### src/sv/bia_pkg.sv
// Shared constants, codes and control/status types for the bitmap id allocator.
`timescale 1ns / 1ps

package bia_pkg;

  localparam int ID_SPACE  = 8192;
  localparam int WORD_BITS = 32;
  localparam int ID_W      = $clog2(ID_SPACE);
  localparam int BIT_W     = $clog2(WORD_BITS);
  localparam int WADDR_W   = ID_W - BIT_W;
  localparam int MAP_WORDS = ID_SPACE / WORD_BITS;
  localparam int REG_W     = ID_W + 1;

  localparam logic [REG_W-1:0] MIN_ID_RST   = REG_W'(300);
  localparam logic [REG_W-1:0] ID_LIMIT_RST = REG_W'(5000);

  typedef enum logic [1:0] {
    ST_ALLOCATED = 2'd0,
    ST_EXHAUSTED = 2'd1,
    ST_RELEASED  = 2'd2,
    ST_IGNORED   = 2'd3
  } status_t;

  typedef enum logic [0:0] {
    REG_MIN_ID   = 1'b0,
    REG_ID_LIMIT = 1'b1
  } reg_idx_t;

  typedef enum logic [1:0] {
    S_IDLE,
    S_EVAL,
    S_HOLD
  } state_t;

  typedef struct packed {
    logic    take_in;
    logic    scan_step;
    logic    commit;
    logic    res_set;
    status_t res_code;
    logic    load_res;
  } cmd_t;

  typedef struct packed {
    logic is_rel;
    logic in_range;
    logic win_empty;
    logic hit;
    logic last_word;
  } sts_t;

endpackage

### src/sv/bia_ctrl.sv
// Sequencer for the allocator: accepts items, steps the word scan, hands off results.
`timescale 1ns / 1ps

module bia_ctrl
  import bia_pkg::*;
(
  input  logic clk,
  input  logic rst_n,
  input  logic in_valid,
  input  logic in_func,
  output logic in_stall,
  output logic out_valid,
  input  logic out_stall,
  input  sts_t sts,
  output cmd_t cmd
);

  state_t state_r, state_nxt;
  logic   out_valid_r, out_valid_nxt;
  logic   out_free;

  assign out_free  = !out_valid_r || !out_stall;
  assign out_valid = out_valid_r;
  assign in_stall  = (state_r != S_IDLE);

  always_comb begin
    state_nxt = state_r;
    case (state_r)
      S_IDLE: begin
        if (in_valid) begin
          if (in_func) begin
            state_nxt = sts.in_range ? S_EVAL : S_HOLD;
          end else begin
            state_nxt = sts.win_empty ? S_HOLD : S_EVAL;
          end
        end
      end
      S_EVAL: begin
        if (sts.is_rel || sts.hit || sts.last_word) begin
          state_nxt = S_HOLD;
        end
      end
      S_HOLD: begin
        if (out_free) begin
          state_nxt = S_IDLE;
        end
      end
      default: state_nxt = S_IDLE;
    endcase
  end

  always_comb begin
    cmd = '0;
    cmd.res_code = ST_EXHAUSTED;
    case (state_r)
      S_IDLE: begin
        if (in_valid) begin
          cmd.take_in = 1'b1;
          if (in_func && !sts.in_range) begin
            cmd.res_set  = 1'b1;
            cmd.res_code = ST_IGNORED;
          end else if (!in_func && sts.win_empty) begin
            cmd.res_set  = 1'b1;
            cmd.res_code = ST_EXHAUSTED;
          end
        end
      end
      S_EVAL: begin
        if (sts.is_rel) begin
          cmd.commit   = 1'b1;
          cmd.res_set  = 1'b1;
          cmd.res_code = ST_RELEASED;
        end else if (sts.hit) begin
          cmd.commit   = 1'b1;
          cmd.res_set  = 1'b1;
          cmd.res_code = ST_ALLOCATED;
        end else if (sts.last_word) begin
          cmd.res_set  = 1'b1;
          cmd.res_code = ST_EXHAUSTED;
        end else begin
          cmd.scan_step = 1'b1;
        end
      end
      S_HOLD: begin
        cmd.load_res = out_free;
      end
      default: cmd = '0;
    endcase
  end

  assign out_valid_nxt = cmd.load_res || (out_valid_r && out_stall);

  always_ff @(posedge clk) begin
    if (!rst_n) begin
      state_r     <= S_IDLE;
      out_valid_r <= 1'b0;
    end else begin
      state_r     <= state_nxt;
      out_valid_r <= out_valid_nxt;
    end
  end

endmodule

### config.mk
export PLATFORM = sky130hd
export DESIGN_NAME = bia_ctrl
export DESIGN_NICKNAME = d
export VERILOG_FILES = /design/src/sv/bia_pkg.sv /design/src/sv/bia_ctrl.sv
export SDC_FILE = /design/constraint.sdc
export NUM_CORES = 1
export LEC_CHECK = 0
export ABC_AREA = 1
export BUFFER_PORTS_ARGS = -buffer_cell sky130_fd_sc_hd__buf_2
export CORE_AREA = 2 2 39 41
export DETAILED_ROUTE_END_ITERATION = 10
export DIE_AREA = 0 0 41 43
export GPL_ROUTABILITY_DRIVEN = 1
export GPL_TIMING_DRIVEN = 0
export HOLD_SLACK_MARGIN = 0.15
export PLACE_DENSITY = 0.53
export SYNTH_ARGS = -nofsm -noshare
export SYNTH_HDL_FRONTEND = slang
export SYNTH_SLANG_ARGS = --single-unit
### constraint.sdc
create_clock -name clk -period 1.25 [get_ports clk]
set_clock_uncertainty 0.05 [all_clocks]
set_input_delay 0.125 -clock clk [delete_from_list [all_inputs] [get_ports clk]]
set_output_delay 0.125 -clock clk [all_outputs]
set_load 0.005 [all_outputs]
==> impl_metrics.ini <==
[routing]
vias = 330
avgViaCountPerCell = 3.93
wire_per_inst_um = 7.67
antenna_left = 0
drt-total-wl_um = 644
drt_pass1_iterations = 2
drc = 0
drt_iter0_drc = 1

[synth]
seq_area_frac_synth_pct = 23.5
synth_top_area_cell = dfxtp_1
async_reset_ff_share_pct = 0
synthCells = 40
synth_area_leaders = dfxtp_1 (24%), nand2_1 (18%), inv_1 (8.8%)
synth-edff-count = 0
avgSynthCellArea_um2 = 6.38
yosysTopAreaCellShare_pct = 23.5
syn_nets = 50
syn_area_um2 = 255
synth_seq_cells = 3
yosysWarningCount = 0
synth_cell_types = 17
synth_flop_cell = dfxtp_1

[pwr]
vdd.ir_drop.worst_v = 0.000291
p_per_area_nw_per_um2 = 936
p_leak_nw = 0.268
power_uw = 432

[worst_hold_path]
hold_class = input port to register
holdCritStartpoint = in_valid
min_to = state_r[0]
min_path_cells = 3

[cells_and_area]
final_cell_count_no_fill = 84
seq_area_um2 = 65.1
n_antenna_cell = 0
final_cell_area_um2 = 462
layout-drive-gt1-share_pct = 58.8
nets = 79
area_delta_synth_final_pct = 80.9
final_core_util_pct = 33.4
multi_input_comb_area_um2 = 168
fillCellCount = 161

[placement]
placed_area_um2 = 365
place_hpwl_um = 481
pre_cts_ws_ns = 0.242
routabilityCongestion = 0.660
dp_cells = 74
port_buffers = 18

[sta]
fmax_mhz = 808
slew_violations = 0
timing.hold.ws_ns = 0.170
slew_headroom_pct = 86.6
fin_ws_ns = 0.0121
rsz0062_at_grt = true
period_share_pct = 99.0
setup_viol = 0
tightest_slew_ns = 0.200
fin_crit_ns = 1.24
tns_ns = 0
finalHoldViolations = 0

[clock_tree]
clockBufferDepth = 2
path_clk_slew_ns = 0.04
cts_num_sinks = 3
cts_tree = yes
htree_levels = 1
root_buffer = clkbuf_4
numCtsBuffers = 3
clk_latency_ns = 0.23

[worst_setup_path]
endpoint_kind = output port
worstPathArrival_ns = 1.06
crit_fanout = 5
r2r_start = out_valid
start_kind = register
crit_type = register to output port
timing.rr.end = out_valid
rrSetupSlack_ns = 0.08
rr_worst_depth = 3
required_ns = 1.08

[grt]
grt_use_total_pct = 8.54
grt_max_degree = 6
antenna_found_initial = 0
grt_pass1_wl_um = 986
overflow = 0
grt_pass1_vias = 267

[outcome]
outcome = completed

[floorplan]
die_x_um = 41
die_h_um = 43
die_area_um2 = 1760
initial_core_util_pct = 18.4
core_um2 = 1380
pin_count = 19
fp-row-count = 14

[job]
cap_violations = 0
-- sequential cells by signal (all words and copies together), names as in the netlist --
signal	flops
out_valid	1
state_r	2
-- final cells by class --
type	count	share of cell area, %
Inverter	10	9.21
Tap cell	16	4.34
Multi-Input combinational cell	27	36.3
Clock buffer	4	5.69
Sequential cell	3	14.1
Timing Repair Buffer	24	30.4
-- logic make-up (layout without fill, tap and decap cells) --
| logic type | count (synthesis) | in the layout | share of synthesized area (%) |
|---|---|---|---|
| simple gates | 23 | 23 | 49.5 |
| compound gates | 4 | 4 | 12.3 |
| flops | 3 | 3 | 23.5 |
| buf+inv | 10 | 38 | 14.7 |
-- critical path: stages (launching register included) --
cell,delay [ns]
dfxtp_4,0.36
inv_4,0.06
nand2_4,0.07
nor2_4,0.12
nand2_2,0.06
nand2_1,0.05
buf_2,0.10
-- cells in the final DEF (no fill, tap or decap), types with 2 or more instances in the layout --
cell,count
buf_2,18
buf_4,4
clkbuf_4,3
dlygate4sd3_1,2
inv_1,6
inv_4,2
nand2_1,12
nand3_2,2
nor2_2,2
nor2_4,2
-- how the worst max path moves through the flow --
stage                 end  cells after the start        from  slack, ns
6_report           cmd[3]                      6  state_r[1]       0.01
5_1_grt            cmd[3]                      6  state_r[1]      -0.04
4_1_cts            cmd[2]                      4  state_r[0]      0.002
3_5_place_dp       cmd[3]                      6  state_r[1]       0.24
3_3_place_gp       cmd[2]                      4  state_r[1]       0.23
2_1_floorplan  state_r[1]                      7  state_r[1]       0.33
-- cell usage after synthesis (2+ instances only) --
library cell	instances
nand2_1	12
inv_2	3
nor2_2	3
inv_1	6
dfxtp_1	3
nand3_2	2
-- where the power goes --
part,leakage (nW),internal [mW],total (mW),switching (mW)
Sequential,0.0257,0.105,0.114,0.00958
Clock,0.0150,0.120,0.169,0.0492
Combinational,0.227,0.0764,0.149,0.0727
-- metal layers --
metal / vias up / wire [um] / part of all wire, % / GRT usage, %
li1: 178 / - / - / -
met1: 138 / 260 / 40 / 10.3
met2: 14 / 326 / 51 / 10.9
met3: 0 / 57 / 8.9 / 3.14
met4: 0 / 0 / 0 / 8.00
met5: - / 0 / 0 / 0
-- repair_timing --
item                                    4_1_cts  5_1_grt
buffers inserted                              1        3
resized for setup                             1        6
hold buffers                                  2        0
endpoints found under the hold margin         3        0
endpoints found under the setup margin        2        4
pin swaps                                     0        2
(Power assumes the default switching activity.)
